<file path="src/rtl/core/tcm_pkg.sv">
// Shared constants, types and codes for the touch calibrate and map unit.
`default_nettype none

package tcm_pkg;

    localparam int ADC_BITS       = 10;
    localparam int EDGE_MARGIN    = 50;
    localparam int GAIN_FRAC_BITS = 16;

    localparam int RAW_W      = 10;
    localparam int RES_W      = 12;
    localparam int SC_W       = RES_W - 1;
    localparam int OUT_W      = 14;
    localparam int STATUS_W   = 2;
    localparam int IDX_W      = 3;
    localparam int NUM_POINTS = 5;
    localparam int REG_IDX_W  = 1;
    localparam int GAIN_W     = 32;

    localparam int DIFF_W      = RAW_W + 1;
    localparam int SPAN_W      = RAW_W + 2;
    localparam int LCD_W       = RES_W + 1;
    localparam int DIVIDEND_W  = RES_W + GAIN_FRAC_BITS + 1;
    localparam int DIVISOR_W   = SPAN_W;
    localparam int PROD_W      = GAIN_W + RAW_W;
    localparam int SCALED_W    = PROD_W - GAIN_FRAC_BITS;
    localparam int MAP_W       = ((SCALED_W > RES_W) ? SCALED_W : RES_W) + 2;
    localparam int GAIN_WIDE_W = ((DIVIDEND_W > GAIN_W) ? DIVIDEND_W : GAIN_W) + 1;
    localparam int MUL_CNT_W   = $clog2(RAW_W + 1);
    localparam int DIV_CNT_W   = $clog2(DIVIDEND_W + 1);

    localparam logic [RAW_W-1:0] ADC_MASK = RAW_W'((64'd1 << ADC_BITS) - 64'd1);
    localparam logic [LCD_W-1:0] LCD_MARGIN = LCD_W'(2 * EDGE_MARGIN);
    localparam logic [RES_W-1:0] WIDTH_RESET = RES_W'(480);
    localparam logic [RES_W-1:0] HEIGHT_RESET = RES_W'(272);
    localparam logic signed [GAIN_W-1:0] GAIN_ONE = GAIN_W'(64'd1 << GAIN_FRAC_BITS);
    localparam logic signed [MAP_W-1:0] MAP_HI = MAP_W'((64'd1 << (OUT_W - 1)) - 64'd1);
    localparam logic signed [MAP_W-1:0] MAP_LO = ~MAP_HI;
    localparam logic signed [GAIN_WIDE_W-1:0] GAIN_HI =
        GAIN_WIDE_W'((64'd1 << (GAIN_W - 1)) - 64'd1);
    localparam logic signed [GAIN_WIDE_W-1:0] GAIN_LO = ~GAIN_HI;

    typedef enum logic [3:0] {
        ST_IDLE,
        ST_MAP_X_GO,
        ST_MAP_X,
        ST_MAP_Y_GO,
        ST_MAP_Y,
        ST_CAL_PREP,
        ST_DIV_X_GO,
        ST_DIV_X,
        ST_DIV_Y_GO,
        ST_DIV_Y,
        ST_CAL_COMMIT,
        ST_POST
    } tcm_state_t;

    typedef enum logic [STATUS_W-1:0] {
        STATUS_MAPPED,
        STATUS_STORED,
        STATUS_CAL_DONE,
        STATUS_CAL_FAIL
    } tcm_status_t;

    typedef enum logic {
        KIND_POINT,
        KIND_SAMPLE
    } tcm_kind_t;

    typedef enum logic [IDX_W-1:0] {
        POINT_A,
        POINT_B,
        POINT_C,
        POINT_D,
        POINT_E
    } tcm_point_idx_t;

    typedef enum logic [REG_IDX_W-1:0] {
        REG_SCREEN_WIDTH,
        REG_SCREEN_HEIGHT
    } tcm_reg_t;

    typedef struct packed {
        logic [RAW_W-1:0] x;
        logic [RAW_W-1:0] y;
    } tcm_point_t;

endpackage

`default_nettype wire

</file>
<file path="src/rtl/core/tcm_if.sv">
// Valid/ready channel interfaces for touch items and mapped results.
`default_nettype none

interface tcm_touch_if;
    logic                         valid;
    logic                         ready;
    logic                         kind;
    logic [tcm_pkg::IDX_W-1:0]    point_index;
    logic [tcm_pkg::RAW_W-1:0]    raw_x;
    logic [tcm_pkg::RAW_W-1:0]    raw_y;

    modport source (output valid, output kind, output point_index, output raw_x,
                    output raw_y, input ready);
    modport sink (input valid, input kind, input point_index, input raw_x,
                  input raw_y, output ready);
endinterface

interface tcm_result_if;
    logic                             valid;
    logic                             ready;
    logic [tcm_pkg::STATUS_W-1:0]     status;
    logic signed [tcm_pkg::OUT_W-1:0] screen_x;
    logic signed [tcm_pkg::OUT_W-1:0] screen_y;

    modport source (output valid, output status, output screen_x, output screen_y,
                    input ready);
    modport sink (input valid, input status, input screen_x, input screen_y,
                  output ready);
endinterface

`default_nettype wire

</file>
<file path="src/rtl/core/tcm_serial_mul.sv">
// Bit-serial shift-add multiplier, one multiplier bit per cycle.
`default_nettype none

module tcm_serial_mul (
    input  wire logic                          clk,
    input  wire logic                          rst_n,
    input  wire logic                          start,
    input  wire logic [tcm_pkg::GAIN_W-1:0]    mcand,
    input  wire logic [tcm_pkg::RAW_W-1:0]     mplier,
    output logic                               done,
    output logic [tcm_pkg::PROD_W-1:0]         product
);

    logic                             busy_reg, busy_next;
    logic                             done_reg, done_next;
    logic [tcm_pkg::MUL_CNT_W-1:0]    cnt_reg, cnt_next;
    logic [tcm_pkg::GAIN_W-1:0]       mcand_reg;
    logic [tcm_pkg::GAIN_W-1:0]       acc_hi_reg;
    logic [tcm_pkg::RAW_W-1:0]        lo_reg;
    logic [tcm_pkg::GAIN_W:0]         sum;
    logic                             last_step;

    assign last_step = (cnt_reg == tcm_pkg::MUL_CNT_W'(tcm_pkg::RAW_W - 1));
    assign sum = {1'b0, acc_hi_reg} + (lo_reg[0] ? {1'b0, mcand_reg} : '0);

    always_comb
    begin
        busy_next = busy_reg;
        cnt_next  = cnt_reg;
        done_next = 1'b0;
        if (start)
        begin
            busy_next = 1'b1;
            cnt_next  = '0;
        end
        else if (busy_reg)
        begin
            cnt_next = cnt_reg + tcm_pkg::MUL_CNT_W'(1);
            if (last_step)
            begin
                busy_next = 1'b0;
                done_next = 1'b1;
            end
        end
    end

    always_ff @(posedge clk or negedge rst_n)
    begin
        if (!rst_n)
        begin
            busy_reg <= 1'b0;
            done_reg <= 1'b0;
            cnt_reg  <= '0;
        end
        else
        begin
            busy_reg <= busy_next;
            done_reg <= done_next;
            cnt_reg  <= cnt_next;
        end
    end

    always_ff @(posedge clk)
    begin
        if (start)
        begin
            mcand_reg  <= mcand;
            acc_hi_reg <= '0;
            lo_reg     <= mplier;
        end
        else if (busy_reg)
        begin
            acc_hi_reg <= sum[tcm_pkg::GAIN_W:1];
            lo_reg     <= {sum[0], lo_reg[tcm_pkg::RAW_W-1:1]};
        end
    end

    assign done    = done_reg;
    assign product = {acc_hi_reg, lo_reg};

endmodule

`default_nettype wire

</file>
<file path="src/rtl/core/tcm_serial_div.sv">
// Restoring divider that produces one quotient bit per cycle.
`default_nettype none

module tcm_serial_div (
    input  wire logic                              clk,
    input  wire logic                              rst_n,
    input  wire logic                              start,
    input  wire logic [tcm_pkg::DIVIDEND_W-1:0]    dividend,
    input  wire logic [tcm_pkg::DIVISOR_W-1:0]     divisor,
    output logic                                   done,
    output logic [tcm_pkg::DIVIDEND_W-1:0]         quotient
);

    logic                              busy_reg, busy_next;
    logic                              done_reg, done_next;
    logic [tcm_pkg::DIV_CNT_W-1:0]     cnt_reg, cnt_next;
    logic [tcm_pkg::DIVISOR_W-1:0]     divisor_reg;
    logic [tcm_pkg::DIVISOR_W-1:0]     rem_reg;
    logic [tcm_pkg::DIVIDEND_W-1:0]    work_reg;
    logic [tcm_pkg::DIVISOR_W:0]       trial;
    logic [tcm_pkg::DIVISOR_W:0]       trial_sub;
    logic                              fits;
    logic                              last_step;

    assign last_step = (cnt_reg == tcm_pkg::DIV_CNT_W'(tcm_pkg::DIVIDEND_W - 1));
    assign trial     = {rem_reg, work_reg[tcm_pkg::DIVIDEND_W-1]};
    assign fits      = (trial >= {1'b0, divisor_reg});
    assign trial_sub = trial - {1'b0, divisor_reg};

    always_comb
    begin
        busy_next = busy_reg;
        cnt_next  = cnt_reg;
        done_next = 1'b0;
        if (start)
        begin
            busy_next = 1'b1;
            cnt_next  = '0;
        end
        else if (busy_reg)
        begin
            cnt_next = cnt_reg + tcm_pkg::DIV_CNT_W'(1);
            if (last_step)
            begin
                busy_next = 1'b0;
                done_next = 1'b1;
            end
        end
    end

    always_ff @(posedge clk or negedge rst_n)
    begin
        if (!rst_n)
        begin
            busy_reg <= 1'b0;
            done_reg <= 1'b0;
            cnt_reg  <= '0;
        end
        else
        begin
            busy_reg <= busy_next;
            done_reg <= done_next;
            cnt_reg  <= cnt_next;
        end
    end

    // The partial remainder stays below the divisor, so one bit of headroom suffices.
    always_ff @(posedge clk)
    begin
        if (start)
        begin
            divisor_reg <= divisor;
            rem_reg     <= '0;
            work_reg    <= dividend;
        end
        else if (busy_reg)
        begin
            rem_reg  <= fits ? trial_sub[tcm_pkg::DIVISOR_W-1:0]
                             : trial[tcm_pkg::DIVISOR_W-1:0];
            work_reg <= {work_reg[tcm_pkg::DIVIDEND_W-2:0], fits};
        end
    end

    assign done     = done_reg;
    assign quotient = work_reg;

endmodule

`default_nettype wire

</file>
<file path="src/rtl/core/touch_calibrate_and_map_unit.sv">
// Top level: five-point touch calibration and raw-to-screen mapping.
//
// Channel   Direction  Contents                              Handshake
// touch     in         kind, point_index, raw_x, raw_y       valid / ready
// result    out        status, screen_x, screen_y            valid / ready
// wr_*      in         wr_index, wr_data                     wr_en, no wait
//
// A sample is mapped by two RAW_W-step passes through the one bit-serial
// multiplier, one pass per axis.
// Point E runs two DIVIDEND_W-step passes through the one restoring divider
// unless a span sum is zero; other points go straight to the output stage.
// Reset restores unity gains, zero centres and the default resolution.
// One finished transaction waits in the output register while the next is
// accepted; the block holds its final step until that register drains.
`default_nettype none

module touch_calibrate_and_map_unit (
    input  wire logic                              clk,
    input  wire logic                              rst_n,
    tcm_touch_if.sink                              touch,
    tcm_result_if.source                           result,
    input  wire logic                              wr_en,
    input  wire logic [tcm_pkg::REG_IDX_W-1:0]     wr_index,
    input  wire logic [tcm_pkg::RES_W-1:0]         wr_data
);

    function automatic logic signed [tcm_pkg::DIFF_W-1:0] raw_diff(
        input logic [tcm_pkg::RAW_W-1:0] a,
        input logic [tcm_pkg::RAW_W-1:0] b
    );
        raw_diff = {1'b0, a} - {1'b0, b};
    endfunction

    function automatic logic [tcm_pkg::DIFF_W-1:0] diff_mag(
        input logic signed [tcm_pkg::DIFF_W-1:0] d
    );
        diff_mag = d[tcm_pkg::DIFF_W-1] ? tcm_pkg::DIFF_W'(-d) : tcm_pkg::DIFF_W'(d);
    endfunction

    function automatic logic signed [tcm_pkg::SPAN_W-1:0] span_sum(
        input logic signed [tcm_pkg::DIFF_W-1:0] a,
        input logic signed [tcm_pkg::DIFF_W-1:0] b
    );
        span_sum = {a[tcm_pkg::DIFF_W-1], a} + {b[tcm_pkg::DIFF_W-1], b};
    endfunction

    tcm_pkg::tcm_state_t state_reg, state_next;

    logic in_ready;
    logic accept;
    logic mul_start;
    logic div_start;
    logic commit;
    logic post_load;
    logic span_zero;

    logic out_valid_reg, out_valid_next;
    tcm_pkg::tcm_status_t             out_status_reg;
    logic signed [tcm_pkg::OUT_W-1:0] out_x_reg;
    logic signed [tcm_pkg::OUT_W-1:0] out_y_reg;

    logic [tcm_pkg::RES_W-1:0]         width_reg;
    logic [tcm_pkg::RES_W-1:0]         height_reg;
    logic                              axes_swapped_reg;
    logic signed [tcm_pkg::GAIN_W-1:0] gain_x_reg;
    logic signed [tcm_pkg::GAIN_W-1:0] gain_y_reg;
    tcm_pkg::tcm_point_t               tc_reg;
    logic [tcm_pkg::SC_W-1:0]          sc_x_reg;
    logic [tcm_pkg::SC_W-1:0]          sc_y_reg;

    tcm_pkg::tcm_point_t               points_reg [tcm_pkg::NUM_POINTS];
    tcm_pkg::tcm_point_t               samp_reg;
    logic                              swap_reg;
    logic signed [tcm_pkg::SPAN_W-1:0] span_x_reg;
    logic signed [tcm_pkg::SPAN_W-1:0] span_y_reg;
    logic                              map_neg_reg;
    logic                              div_neg_reg;
    logic signed [tcm_pkg::GAIN_W-1:0] gain_x_new_reg;
    logic signed [tcm_pkg::GAIN_W-1:0] gain_y_new_reg;
    tcm_pkg::tcm_status_t              res_status_reg;
    logic signed [tcm_pkg::OUT_W-1:0]  res_x_reg;
    logic signed [tcm_pkg::OUT_W-1:0]  res_y_reg;

    logic [tcm_pkg::RAW_W-1:0] in_x;
    logic [tcm_pkg::RAW_W-1:0] in_y;

    // Calibration preparation.
    tcm_pkg::tcm_point_t               pa, pb, pc, pd, pe;
    logic signed [tcm_pkg::DIFF_W-1:0] dx_ba, dy_ba, dx_cd, dy_cd, dx_da, dy_da;
    logic signed [tcm_pkg::DIFF_W-1:0] dx_cb, dy_cb;
    logic                              swap_calc;
    logic signed [tcm_pkg::SPAN_W-1:0] span_x_calc;
    logic signed [tcm_pkg::SPAN_W-1:0] span_y_calc;

    // Mapping datapath.
    logic                              map_axis_y;
    logic [tcm_pkg::RAW_W-1:0]         map_raw;
    logic [tcm_pkg::RAW_W-1:0]         map_tc;
    logic signed [tcm_pkg::DIFF_W-1:0] map_diff;
    logic [tcm_pkg::DIFF_W-1:0]        map_diff_abs;
    logic signed [tcm_pkg::GAIN_W-1:0] map_gain;
    logic [tcm_pkg::GAIN_W-1:0]        map_gain_mag;
    logic [tcm_pkg::SC_W-1:0]          map_sc;
    logic [tcm_pkg::PROD_W-1:0]        mul_product;
    logic                              mul_done;
    logic signed [tcm_pkg::MAP_W-1:0]  map_sc_ext;
    logic signed [tcm_pkg::MAP_W-1:0]  map_scaled_ext;
    logic signed [tcm_pkg::MAP_W-1:0]  map_sum;
    logic signed [tcm_pkg::OUT_W-1:0]  map_sat;

    // Gain division datapath.
    logic                                   div_axis_y;
    logic [tcm_pkg::RES_W-1:0]              div_res;
    logic signed [tcm_pkg::LCD_W-1:0]       div_lcd;
    logic [tcm_pkg::LCD_W-1:0]              div_lcd_abs;
    logic [tcm_pkg::DIVIDEND_W-1:0]         div_dividend;
    logic signed [tcm_pkg::SPAN_W-1:0]      div_span;
    logic [tcm_pkg::DIVISOR_W-1:0]          div_divisor;
    logic [tcm_pkg::DIVIDEND_W-1:0]         div_quotient;
    logic                                   div_done;
    logic signed [tcm_pkg::GAIN_WIDE_W-1:0] gain_wide;
    logic signed [tcm_pkg::GAIN_W-1:0]      gain_sat;

    assign in_x = touch.raw_x & tcm_pkg::ADC_MASK;
    assign in_y = touch.raw_y & tcm_pkg::ADC_MASK;

    // Next-state logic.
    always_comb
    begin
        state_next = state_reg;
        case (state_reg)
            tcm_pkg::ST_IDLE:
            begin
                if (accept)
                begin
                    if (touch.kind == tcm_pkg::KIND_SAMPLE)
                        state_next = tcm_pkg::ST_MAP_X_GO;
                    else if (touch.point_index == tcm_pkg::POINT_E)
                        state_next = tcm_pkg::ST_CAL_PREP;
                    else
                        state_next = tcm_pkg::ST_POST;
                end
            end
            tcm_pkg::ST_MAP_X_GO:   state_next = tcm_pkg::ST_MAP_X;
            tcm_pkg::ST_MAP_X:
            begin
                if (mul_done)
                    state_next = tcm_pkg::ST_MAP_Y_GO;
            end
            tcm_pkg::ST_MAP_Y_GO:   state_next = tcm_pkg::ST_MAP_Y;
            tcm_pkg::ST_MAP_Y:
            begin
                if (mul_done)
                    state_next = tcm_pkg::ST_POST;
            end
            tcm_pkg::ST_CAL_PREP:   state_next = tcm_pkg::ST_DIV_X_GO;
            tcm_pkg::ST_DIV_X_GO:
            begin
                if (span_zero)
                    state_next = tcm_pkg::ST_POST;
                else
                    state_next = tcm_pkg::ST_DIV_X;
            end
            tcm_pkg::ST_DIV_X:
            begin
                if (div_done)
                    state_next = tcm_pkg::ST_DIV_Y_GO;
            end
            tcm_pkg::ST_DIV_Y_GO:   state_next = tcm_pkg::ST_DIV_Y;
            tcm_pkg::ST_DIV_Y:
            begin
                if (div_done)
                    state_next = tcm_pkg::ST_CAL_COMMIT;
            end
            tcm_pkg::ST_CAL_COMMIT: state_next = tcm_pkg::ST_POST;
            tcm_pkg::ST_POST:
            begin
                if (post_load)
                    state_next = tcm_pkg::ST_IDLE;
            end
            default:                state_next = tcm_pkg::ST_IDLE;
        endcase
    end

    // State machine outputs.
    always_comb
    begin
        in_ready  = 1'b0;
        mul_start = 1'b0;
        div_start = 1'b0;
        commit    = 1'b0;
        post_load = 1'b0;
        case (state_reg)
            tcm_pkg::ST_IDLE:       in_ready = 1'b1;
            tcm_pkg::ST_MAP_X_GO:   mul_start = 1'b1;
            tcm_pkg::ST_MAP_Y_GO:   mul_start = 1'b1;
            tcm_pkg::ST_DIV_X_GO:   div_start = !span_zero;
            tcm_pkg::ST_DIV_Y_GO:   div_start = 1'b1;
            tcm_pkg::ST_CAL_COMMIT: commit = 1'b1;
            tcm_pkg::ST_POST:       post_load = !out_valid_reg || result.ready;
            default:
            begin
                in_ready = 1'b0;
            end
        endcase
    end

    assign accept = touch.valid && in_ready;

    always_comb
    begin
        out_valid_next = out_valid_reg;
        if (post_load)
            out_valid_next = 1'b1;
        else if (result.ready)
            out_valid_next = 1'b0;
    end

    // Axis swap and span sums from the stored corner points.
    always_comb
    begin
        pa = points_reg[tcm_pkg::POINT_A];
        pb = points_reg[tcm_pkg::POINT_B];
        pc = points_reg[tcm_pkg::POINT_C];
        pd = points_reg[tcm_pkg::POINT_D];
        pe = points_reg[tcm_pkg::POINT_E];
        dx_ba = raw_diff(pb.x, pa.x);
        dy_ba = raw_diff(pb.y, pa.y);
        dx_cd = raw_diff(pc.x, pd.x);
        dy_cd = raw_diff(pc.y, pd.y);
        dx_da = raw_diff(pd.x, pa.x);
        dy_da = raw_diff(pd.y, pa.y);
        dx_cb = raw_diff(pc.x, pb.x);
        dy_cb = raw_diff(pc.y, pb.y);
        swap_calc = !(diff_mag(dx_ba) > diff_mag(dy_ba));
        if (swap_calc)
        begin
            span_x_calc = span_sum(dy_ba, dy_cd);
            span_y_calc = span_sum(dx_da, dx_cb);
        end
        else
        begin
            span_x_calc = span_sum(dx_ba, dx_cd);
            span_y_calc = span_sum(dy_da, dy_cb);
        end
    end

    // Mapping: operands for the multiplier and the truncated, saturated result.
    always_comb
    begin
        map_axis_y   = (state_reg == tcm_pkg::ST_MAP_Y_GO) || (state_reg == tcm_pkg::ST_MAP_Y);
        map_raw      = map_axis_y ? samp_reg.y : samp_reg.x;
        map_tc       = map_axis_y ? tc_reg.y : tc_reg.x;
        map_diff     = raw_diff(map_raw, map_tc);
        map_diff_abs = diff_mag(map_diff);
        map_gain     = map_axis_y ? gain_y_reg : gain_x_reg;
        map_gain_mag = map_gain[tcm_pkg::GAIN_W-1] ? tcm_pkg::GAIN_W'(-map_gain)
                                                   : tcm_pkg::GAIN_W'(map_gain);
        map_sc       = map_axis_y ? sc_y_reg : sc_x_reg;
        map_sc_ext     = tcm_pkg::MAP_W'(map_sc);
        map_scaled_ext = tcm_pkg::MAP_W'(mul_product[tcm_pkg::PROD_W-1:tcm_pkg::GAIN_FRAC_BITS]);
        map_sum      = map_neg_reg ? (map_sc_ext - map_scaled_ext)
                                   : (map_sc_ext + map_scaled_ext);
        if (map_sum > tcm_pkg::MAP_HI)
            map_sat = tcm_pkg::OUT_W'(tcm_pkg::MAP_HI);
        else if (map_sum < tcm_pkg::MAP_LO)
            map_sat = tcm_pkg::OUT_W'(tcm_pkg::MAP_LO);
        else
            map_sat = map_sum[tcm_pkg::OUT_W-1:0];
    end

    // Gain: 2*(res - 2*margin) scaled by the fraction bits, over the span sum.
    always_comb
    begin
        div_axis_y   = (state_reg == tcm_pkg::ST_DIV_Y_GO) || (state_reg == tcm_pkg::ST_DIV_Y);
        div_res      = div_axis_y ? height_reg : width_reg;
        div_lcd      = {1'b0, div_res} - tcm_pkg::LCD_MARGIN;
        div_lcd_abs  = div_lcd[tcm_pkg::LCD_W-1] ? tcm_pkg::LCD_W'(-div_lcd)
                                                 : tcm_pkg::LCD_W'(div_lcd);
        div_dividend = {div_lcd_abs[tcm_pkg::RES_W-1:0],
                        {(tcm_pkg::GAIN_FRAC_BITS + 1){1'b0}}};
        div_span     = div_axis_y ? span_y_reg : span_x_reg;
        div_divisor  = div_span[tcm_pkg::SPAN_W-1] ? tcm_pkg::DIVISOR_W'(-div_span)
                                                   : tcm_pkg::DIVISOR_W'(div_span);
        span_zero    = (span_x_reg == '0) || (span_y_reg == '0);
        gain_wide    = div_neg_reg ? -tcm_pkg::GAIN_WIDE_W'(div_quotient)
                                   : tcm_pkg::GAIN_WIDE_W'(div_quotient);
        if (gain_wide > tcm_pkg::GAIN_HI)
            gain_sat = tcm_pkg::GAIN_W'(tcm_pkg::GAIN_HI);
        else if (gain_wide < tcm_pkg::GAIN_LO)
            gain_sat = tcm_pkg::GAIN_W'(tcm_pkg::GAIN_LO);
        else
            gain_sat = gain_wide[tcm_pkg::GAIN_W-1:0];
    end

    tcm_serial_mul u_mul (
        .clk     (clk),
        .rst_n   (rst_n),
        .start   (mul_start),
        .mcand   (map_gain_mag),
        .mplier  (map_diff_abs[tcm_pkg::RAW_W-1:0]),
        .done    (mul_done),
        .product (mul_product)
    );

    tcm_serial_div u_div (
        .clk      (clk),
        .rst_n    (rst_n),
        .start    (div_start),
        .dividend (div_dividend),
        .divisor  (div_divisor),
        .done     (div_done),
        .quotient (div_quotient)
    );

    always_ff @(posedge clk or negedge rst_n)
    begin
        if (!rst_n)
        begin
            state_reg        <= tcm_pkg::ST_IDLE;
            out_valid_reg    <= 1'b0;
            width_reg        <= tcm_pkg::WIDTH_RESET;
            height_reg       <= tcm_pkg::HEIGHT_RESET;
            axes_swapped_reg <= 1'b0;
            gain_x_reg       <= tcm_pkg::GAIN_ONE;
            gain_y_reg       <= tcm_pkg::GAIN_ONE;
            tc_reg           <= '0;
            sc_x_reg         <= '0;
            sc_y_reg         <= '0;
        end
        else
        begin
            state_reg     <= state_next;
            out_valid_reg <= out_valid_next;
            if (wr_en)
            begin
                case (wr_index)
                    tcm_pkg::REG_SCREEN_WIDTH:  width_reg <= wr_data;
                    tcm_pkg::REG_SCREEN_HEIGHT: height_reg <= wr_data;
                    default:
                    begin
                        width_reg <= width_reg;
                    end
                endcase
            end
            if (commit)
            begin
                axes_swapped_reg <= swap_reg;
                gain_x_reg       <= gain_x_new_reg;
                gain_y_reg       <= gain_y_new_reg;
                tc_reg           <= swap_reg ? tcm_pkg::tcm_point_t'{x: pe.y, y: pe.x} : pe;
                sc_x_reg         <= width_reg[tcm_pkg::RES_W-1:1];
                sc_y_reg         <= height_reg[tcm_pkg::RES_W-1:1];
            end
        end
    end

    always_ff @(posedge clk)
    begin
        if (accept)
        begin
            if (touch.kind == tcm_pkg::KIND_SAMPLE)
            begin
                samp_reg       <= axes_swapped_reg ? tcm_pkg::tcm_point_t'{x: in_y, y: in_x}
                                                   : tcm_pkg::tcm_point_t'{x: in_x, y: in_y};
                res_status_reg <= tcm_pkg::STATUS_MAPPED;
            end
            else
            begin
                if (touch.point_index < tcm_pkg::IDX_W'(tcm_pkg::NUM_POINTS))
                    points_reg[touch.point_index] <= '{x: in_x, y: in_y};
                res_status_reg <= tcm_pkg::STATUS_STORED;
                res_x_reg      <= '0;
                res_y_reg      <= '0;
            end
        end
        if (state_reg == tcm_pkg::ST_CAL_PREP)
        begin
            swap_reg   <= swap_calc;
            span_x_reg <= span_x_calc;
            span_y_reg <= span_y_calc;
        end
        if (mul_start)
            map_neg_reg <= map_diff[tcm_pkg::DIFF_W-1] ^ map_gain[tcm_pkg::GAIN_W-1];
        if (div_start)
            div_neg_reg <= div_lcd[tcm_pkg::LCD_W-1] ^ div_span[tcm_pkg::SPAN_W-1];
        if ((state_reg == tcm_pkg::ST_DIV_X_GO) && span_zero)
            res_status_reg <= tcm_pkg::STATUS_CAL_FAIL;
        if (mul_done && (state_reg == tcm_pkg::ST_MAP_X))
            res_x_reg <= map_sat;
        if (mul_done && (state_reg == tcm_pkg::ST_MAP_Y))
            res_y_reg <= map_sat;
        if (div_done && (state_reg == tcm_pkg::ST_DIV_X))
            gain_x_new_reg <= gain_sat;
        if (div_done && (state_reg == tcm_pkg::ST_DIV_Y))
            gain_y_new_reg <= gain_sat;
        if (commit)
            res_status_reg <= tcm_pkg::STATUS_CAL_DONE;
        if (post_load)
        begin
            out_status_reg <= res_status_reg;
            out_x_reg      <= res_x_reg;
            out_y_reg      <= res_y_reg;
        end
    end

    assign touch.ready     = in_ready;
    assign result.valid    = out_valid_reg;
    assign result.status   = out_status_reg;
    assign result.screen_x = out_x_reg;
    assign result.screen_y = out_y_reg;

endmodule

`default_nettype wire

</file>
<file path="src/flat_wrapper.sv">
// flat-port wrapper written by rule: the top's interface ports become plain ports
module touch_calibrate_and_map_unit_flat 
  (clk, rst_n, wr_en, wr_index, wr_data, touch_valid, touch_kind, touch_point_index, touch_raw_x, touch_raw_y, touch_ready, result_valid, result_status, result_screen_x, result_screen_y, result_ready);
  tcm_touch_if touch_i ();
  tcm_result_if result_i ();
  input  wire logic clk;
  input  wire logic rst_n;
  input  wire logic wr_en;
  input  wire logic [tcm_pkg::REG_IDX_W-1:0] wr_index;
  input  wire logic [tcm_pkg::RES_W-1:0] wr_data;
  input wire logic [$bits(touch_i.valid)-1:0] touch_valid;
  input wire logic [$bits(touch_i.kind)-1:0] touch_kind;
  input wire logic [$bits(touch_i.point_index)-1:0] touch_point_index;
  input wire logic [$bits(touch_i.raw_x)-1:0] touch_raw_x;
  input wire logic [$bits(touch_i.raw_y)-1:0] touch_raw_y;
  output wire logic [$bits(touch_i.ready)-1:0] touch_ready;
  output wire logic [$bits(result_i.valid)-1:0] result_valid;
  output wire logic [$bits(result_i.status)-1:0] result_status;
  output wire logic [$bits(result_i.screen_x)-1:0] result_screen_x;
  output wire logic [$bits(result_i.screen_y)-1:0] result_screen_y;
  input wire logic [$bits(result_i.ready)-1:0] result_ready;
  assign touch_i.valid = touch_valid;
  assign touch_i.kind = touch_kind;
  assign touch_i.point_index = touch_point_index;
  assign touch_i.raw_x = touch_raw_x;
  assign touch_i.raw_y = touch_raw_y;
  assign touch_ready = touch_i.ready;
  assign result_valid = result_i.valid;
  assign result_status = result_i.status;
  assign result_screen_x = result_i.screen_x;
  assign result_screen_y = result_i.screen_y;
  assign result_i.ready = result_ready;
  touch_calibrate_and_map_unit u_core (.clk(clk), .rst_n(rst_n), .touch(touch_i), .result(result_i), .wr_en(wr_en), .wr_index(wr_index), .wr_data(wr_data));
endmodule
</file>
<file path="config.mk">
export PLATFORM = sky130hd
export DESIGN_NAME = touch_calibrate_and_map_unit_flat
export DESIGN_NICKNAME = d
export VERILOG_FILES = /design/src/rtl/core/tcm_pkg.sv /design/src/rtl/core/tcm_if.sv /design/src/rtl/core/tcm_serial_mul.sv /design/src/rtl/core/tcm_serial_div.sv /design/src/rtl/core/touch_calibrate_and_map_unit.sv /design/src/flat_wrapper.sv
export SDC_FILE = /design/constraint.sdc
export NUM_CORES = 1
export LEC_CHECK = 0
export BUFFER_PORTS_ARGS = -buffer_cell sky130_fd_sc_hd__buf_2
export CORE_MARGIN = 8
export CORE_UTILIZATION = 50
export CTS_BUF_LIST = sky130_fd_sc_hd__clkbuf_8
export CTS_CLUSTER_DIAMETER = 200
export DETAILED_ROUTE_END_ITERATION = 7
export MAX_ROUTING_LAYER = met4
export PLACE_DENSITY_LB_ADDON = 0.08
export SETUP_SLACK_MARGIN = 0.02
export SYNTH_ARGS = -nofsm -noshare
export SYNTH_HDL_FRONTEND = slang
export SYNTH_SLANG_ARGS = --single-unit
</file>
<file path="constraint.sdc">
create_clock -name clk -period 8.15 [get_ports clk]
set_clock_uncertainty 0.15 [all_clocks]
set_input_delay 0.4075 -clock clk [delete_from_list [all_inputs] [get_ports clk]]
set_output_delay 0.4075 -clock clk [all_outputs]
set_load 0.01 [all_outputs]
</file>
Word level (Yosys, flattened, before mapping)
Memories as Yosys holds them, arrays and structs flattened.
Index checks and enable logic that the tools add are counted.
- add/subtract/negate cells: 27
- magnitude comparators: 7
- eq/ne operators: 22
- mux-type cells: 72
- bitwise gates (word level): 3
- reductions and logical operators: 30
- operators with widths (kind ; number):
    32-bit 2-to-1 mux ; 4
    10-bit by 10-bit subtractor with 11-bit output ; 9
    14-bit 2-to-1 mux ; 6
    12-bit 2-to-1 mux ; 6
    29-bit 2-to-1 mux ; 2
    10-bit 2-to-1 mux ; 5
    11-bit by 11-bit adder with 12-bit output ; 4
    4-bit case mux with 12 select lines ; 1
    11-bit 2-to-1 mux ; 4
    4-bit 2-to-1 mux ; 11
    20-bit 2-to-1 mux ; 2
    32-bit by 32-bit adder with 33-bit output ; 1
    33-bit by 32-bit greater-than comparator with 1-bit output, second input constant ; 1
    33-bit by 32-bit < comparator with 1-bit output, second input constant ; 1
    33-bit 2-to-1 mux ; 1
    29-bit negation with 33-bit output ; 1
    32-bit negation ; 1
    31-bit 2-to-1 mux ; 1
    28-bit by 14-bit greater-than comparator with 1-bit output, second input constant ; 1
    28-bit by 14-bit < comparator with 1-bit output, second input constant ; 1
    28-bit 2-to-1 mux ; 1
    11-bit by 26-bit adder with 27-bit output ; 1
    11-bit by 26-bit subtractor with 27-bit output ; 1
    1-bit 2-to-1 mux ; 25
    other kinds (31) ; 70
- flip-flop bits (word level): 447
- memory bits (writable): 100
- input bits: 42
- output and inout port bits: 32
- logic and storage cells: 204
- memories kept: 1
- memories (memory ; words ; bits a word ; read ports ; clocked after Yosys merged registers in ; wr ports ; RTL line ; RTL):
    u_core.points_reg ; 5 ; 20 ; 5 ; 0 ; 1 ; touch_calibrate_and_map_unit.sv:71 ; tcm_pkg::tcm_point_t points_reg [tcm_pkg::NUM_POINTS];

Logic depth before layout (Yosys ltp)
- depth after elaboration: 9
- depth in mapped cells: 28
- gate-level depth less buffers: 26

Modules after synthesis
A second synthesis with hierarchy kept.
- cell total of the unflattened synthesis: 3198
- area total of the unflattened synthesis: 33423.3 µm²
- by module, submodules not included (module ; times used ; cells an instance ; area an instance (µm²) ; sequential area each (µm²)):
    touch_calibrate_and_map_unit ; 1 ; 2468 ; 25630.8 ; 11531.1
    tcm_serial_mul ; 1 ; 475 ; 4754.6 ; 2052.0
    tcm_serial_div ; 1 ; 255 ; 3037.9 ; 1646.6

Worst setup path before layout
No wires, ideal clock.
- path kind: register to register
- start: register u_core.state_reg[0]
- end: register u_core.res_y_reg[11] (netlist bit) (data pin)
- setup time: 0.262 ns
- arrival time: 5.653 ns
- required time: 7.738 ns
- slack: 2.085 ns
- stages on the path, launching flop included: 23
- buffers on the path: 7
- period minus slack after synthesis: 6.065 ns
- cells stage by stage: dfrtp_1 clkbuf_1 or3_1 a21o_1 clkbuf_1 clkbuf_1 clkbuf_1 clkbuf_1 clkbuf_1 nand2_1 nand2_1 ha_1 inv_1 a2111oi_0 a21oi_1 a41oi_2 nor3b_1 or3_2 a2111o_1 nor3_4 or2_4 buf_12 o21ai_2
- longest elaborated chain between the ends: 9
- elaborated cells on any way between the ends: 13
- classes of those cells: add/sub: 2; order compare: 2; eq/ne: 2; mux: 5; reduce/logical: 2
- RTL lines (element ; RTL line ; RTL):
    start, declared ; touch_calibrate_and_map_unit.sv:47 ; tcm_pkg::tcm_state_t state_reg, state_next;
    start signal, assigned ; touch_calibrate_and_map_unit.sv:320 ; state_reg <= tcm_pkg::ST_IDLE;
    start signal, assigned ; touch_calibrate_and_map_unit.sv:333 ; state_reg <= state_next;
    4-bit by 2-bit equality test with 1-bit output or 4-bit by 3-bit equality test with 1-bit output (tied branches) ; touch_calibrate_and_map_unit.sv:251, touch_calibrate_and_map_unit.sv:391 ;
    1-bit logical OR ; touch_calibrate_and_map_unit.sv:251 ; map_axis_y = (state_reg == tcm_pkg::ST_MAP_Y_GO) || (state_reg == tcm_pkg::ST_MAP_Y);
    11-bit 2-to-1 mux ; touch_calibrate_and_map_unit.sv:259 ; map_sc = map_axis_y ? sc_y_reg : sc_x_reg;
    11-bit by 26-bit adder with 27-bit output or 11-bit by 26-bit subtractor with 27-bit output (tied branches) ; touch_calibrate_and_map_unit.sv:263, touch_calibrate_and_map_unit.sv:262 ;
    28-bit 2-to-1 mux ; touch_calibrate_and_map_unit.sv:262 ; map_sum = map_neg_reg ? (map_sc_ext - map_scaled_ext)
    28-bit by 14-bit < comparator with 1-bit output ; touch_calibrate_and_map_unit.sv:266 ; else if (map_sum < tcm_pkg::MAP_LO)
    14-bit 2-to-1 mux ; touch_calibrate_and_map_unit.sv:266 ;
    14-bit 2-to-1 mux ; touch_calibrate_and_map_unit.sv:264 ; if (map_sum > tcm_pkg::MAP_HI)
    14-bit 2-to-1 mux (*) ; touch_calibrate_and_map_unit.sv:391 ; if (mul_done && (state_reg == tcm_pkg::ST_MAP_Y))
    end signal, assigned ; touch_calibrate_and_map_unit.sv:392 ; res_y_reg <= map_sat;
    end, declared ; touch_calibrate_and_map_unit.sv:82 ; logic signed [tcm_pkg::OUT_W-1:0] res_y_reg;
Mark *: on every way between the ends. The rest lies on a longest branch, timed or not.
A chain may end at the register's enable or synchronous reset.

Worst setup path after layout
- start: register u_core.state_reg[1]
- end: register u_core.res_y_reg[2] (netlist bit) (data pin)
The elaborated chain is that of the path after synthesis.

==> results.txt <==
Biggest fanout along the worst timing path: 24. The sequential area share after synthesis came out at 46.3%. The number of antenna violations at the first check in global routing was 5; the mean instance size in the synthesized netlist was 10.6 um^2. The part of the cycle the worst path needs is 74.9%. The run gives 5,601 as the number of inserted filler cells in the final layout.

The aggregate global routing overflow was 0; the first-iteration detailed-routing DRC count was 1,334. Counting every net in the synthesized netlist gives 3,360. The number of buffers on the longest clock path is 3.

Based on the critical path, the design can be clocked at up to 164 MHz. Number of flip-flops in the largest register: 100. Yosys attributes the largest share of cell area to sky130_fd_sc_hd__edfxtp_1, sky130_fd_sc_hd__dfrtp_1, sky130_fd_sc_hd__ha_1. In this run, synthesis inferred 335 flip-flops with an integrated enable.

Post-CTS repair changed the size of 0 cells. At the end of routability-driven placement, the weighted congestion stood at 0.899. 74 I/O pins were placed.

Setup repair after global routing left no endpoint under its margin. The netlist uses 91 different library cells. The die extent in x was 271 um. The tightest min-delay check is of the in2reg type.

The logs give 18.3% for the remaining max-slew budget at the tightest pin and 0.0643 mm^2 for the core footprint. The number of storage elements in the synthesis netlist is 547. The run finished with clean final reports. In this run the static leakage power is 15.6 nW. The worst setup path is of the reg2reg kind. Combinational logic is responsible for 47.4% of the overall power.

The share of power burned in the clock network was 18.9%. The internal portion of the total power is 7.94 mW. TritonCTS built the clock tree.

Clock-pin slew was measured on the worst setup and hold paths at 0.06 ns. The proportion of register bits with asynchronous set or reset after synthesis was 27.2%; the antenna violation net count after detailed routing was 0. The share of Yosys cell area claimed by the top area cell type was 30.9%. The logs give 0 for the max-capacitance violation count and 0.0325 mm^2 for the synthesized area. STA classifies the critical path endpoint as a flop. The tools report the count of synthesis-stage warnings from yosys as 0. The setup TNS came out at 0 ns.

Clock latency on the worst-skew pair, taken at its later pin, is 0.69 ns. The clock buffer count from CTS is 96, and the final count of hold timing violations is 0. The worst-case IR drop observed on VDD is 0.249 mV. For this configuration, the core starts out at a cell density of 50.5%. In the final layout, the multi-input gates occupy 0.0161 mm^2.

For this design the total switching power over the nets is 5.72 mW. Setup violations remaining at the end of the flow were counted as 0. The max-slew violation count was 0; the die area was 0.0735 mm^2.

The switching share of power came out at 41.9%. After floorplanning, the core was divided into 93 placement rows. After detailed routing, the average wire length per cell comes to 19.5 um. The clock net in this run drives a total of 547 sinks.

The final period demand of the worst path works out to 6.11 ns. In the routed design, unresolved DRC markers number 0. Dividing total power by cell area gives a power density of 378 mW/mm^2. The area added between synthesis and finish is 11.0%, and the number of H-tree levels is 3. The first TritonRoute pass finished after 5 iterations. The run gives 0.0338 mm^2 as the instance area after placement. Of the total power, registers draw 33.7%.

The clock root buffer master was sky130_fd_sc_hd__clkbuf_8. The run gives 89 as the pin count of the biggest net entering global routing. Die height: 271 um. The sequential cells in the finished layout cover a total of 0.0151 mm^2.

For the final net count, the log shows 3,494. Detailed placement finished with a half-perimeter wire length of 60.8 mm. The global-route usage over all layers was 22.4%. Of all cell types, the one taking the most synthesized area is sky130_fd_sc_hd__edfxtp_1. For the required arrival time at the worst endpoint, the log shows 8.41 ns.

Via count of the first global-routing pass: 23,318. The data arrival time of the critical path was 6.36 ns; the transition time at the pin with the least slew margin was 1.22 ns. STA classifies the critical path startpoint as a flop.

Of the cells placed in the final design, the portion with a size suffix greater than 1 is 13.2%. Via density per instance: 5.56. Port buffering added 73 buffers. The tools report the wire length of the first global-routing pass as 128 mm. The most used flip-flop cell after synthesis was sky130_fd_sc_hd__edfxtp_1.

The routed design has 81.1 mm of wire. Via count of the routed design: 23,055. The post-layout instance area is 0.0361 mm^2. Synthesis handed over a netlist of 3,076 instances.
[metal layers]
layer | GRT usage (%) | wire (um)
met5 | - | 0
met2 | 37.6 | 39300
met3 | 3.08 | 3120
met1 | 28.7 | 36700
met4 | 5.26 | 1870
[kinds of logic after synthesis]
group,Yosys count,synth area share [%]
AOI/OAI and AO/OA,632,11.8
and+or+nand+nor,764,11.5
adders and majority gates,244,9.76
buffers and inverters,342,4.30
xor gates and xnor gates,262,7.06
muxes,285,9.28
DFF,547,46.3
[stage by stage]
| step | std cells | power, mW | hold slack, ns | setup WS [ns] | utilization, % |
|---|---|---|---|---|---|
| 2_1_floorplan | 3076 | 9.28 | -0.0381 | 2.08 | - |
| 3_3_place_gp | 3933 | 11.0 | 0.254 | 2.14 | 52.5 |
| 3_5_place_dp | 3933 | 11.1 | 0.255 | 2.03 | 52.5 |
| 4_1_cts | 4145 | 13.8 | 0.0135 | 2.04 | 56.1 |
| 5_1_grt | 4149 | 14.6 | 0.0333 | 1.66 | 56.1 |
| 6_report | 4149 | 13.7 | 0.0671 | 2.04 | 56.1 |
[cell usage after synthesis (all sizes together) (19+ instances only)]
cell and n:
nor2 194, ha 225, edfxtp 335, nor3 51
a21o 61, mux2 133, inv 241, a21oi 203
buf 24, a31oi 27, dfrtp 141, and2 39
dfxtp 63, o21ai 178, nand4 20, or3 22
clkbuf 75, nand3 52, nor2b 37, o31ai 27
nand2b 47, and3 19, xor2 99, mux2i 152
xnor2 163, nand2 221, o21bai 28, o22ai 19
[layout make-up]
type                       instances  area share (%)
multi-input combinational       2187            44.7
sequential                       547            41.7
clock buffer                     112            4.27
tap                              855            2.96
timing repair buffer             136            2.58
inverter                         242            2.52
clock inverter                    66            1.20
antenna                            4          0.0277
[repair_timing]
action                                 in CTS  in global routing
endpoints found under the hold margin     224                  0
setup buffers                               0                  0
hold buffers                               34                  0
[cells in the final DEF (no fill, tap or decap), drive strengths merged, types with 19 or more instances in the layout]
cell,instances
nand2,221
o31ai,27
nor2,194
inv,276
dlygate4sd3,34
or3,22
nand2b,47
clkinv,27
clkbuf,112
ha,225
o21ai,178
a21oi,203
nor2b,37
xor2,99
and3,19
o22ai,19
nor3,51
and2,39
buf,102
o21bai,28
a21o,61
mux2i,152
dfrtp,141
nand3,52
mux2,133
dfxtp,63
xnor2,163
edfxtp,335
a31oi,27
nand4,20
[critical path, cell delays in order (launching register included)]
cell and delay, ns:
sky130_fd_sc_hd__dfrtp_1 0.67, sky130_fd_sc_hd__or3_1 0.52, sky130_fd_sc_hd__a21oi_2 0.55, sky130_fd_sc_hd__buf_4 0.43
sky130_fd_sc_hd__nand2_1 0.10, sky130_fd_sc_hd__nand2_1 0.10, sky130_fd_sc_hd__ha_1 0.28, sky130_fd_sc_hd__nor2b_1 0.21
sky130_fd_sc_hd__nand3_1 0.13, sky130_fd_sc_hd__nand4_1 0.24, sky130_fd_sc_hd__a31oi_1 0.28, sky130_fd_sc_hd__o21a_1 0.27
sky130_fd_sc_hd__or3_2 0.46, sky130_fd_sc_hd__a2111o_1 0.46, sky130_fd_sc_hd__nor3_4 0.51, sky130_fd_sc_hd__or2_4 0.34
sky130_fd_sc_hd__o21ai_1 0.10
[path summary, 6_finish.rpt]
path / cells after the start / endpoint / from / slack, ns
worst max register to register: 16 / u_core.res_y_reg[2]$_SDFFCE_PN0P_ / u_core.state_reg[1]$_DFFE_PN0P_ / 2.04
worst min register to register: 0 / u_core.result.screen_x[8]$_DFFE_PP_ / u_core.res_x_reg[8]$_SDFFCE_PN0P_ / 0.27
worst max-delay path: 16 / u_core.res_y_reg[2]$_SDFFCE_PN0P_ / u_core.state_reg[1]$_DFFE_PN0P_ / 2.04
min in group asynchronous: 2 / u_core.result.valid$_DFFE_PN0P_ / rst_n / 0.22
worst min-delay path: 4 / u_core.res_status_reg[0]$_SDFFE_PP0P_ / touch_kind / 0.07
max in group asynchronous: 3 / u_core.gain_x_reg[20]$_DFFE_PN0P_ / rst_n / 6.23
[power groups by stage]
stage	logic (mW)	registers, mW	clock network, mW
after floorplan	4.99	4.29	0
after global placement	6.36	4.63	0
after detailed placement	6.46	4.65	0
after CTS	6.51	4.60	2.65
after global routing	7.17	4.70	2.78
final	6.48	4.60	2.58
Note: power is estimated with default switching activity, not from simulation.
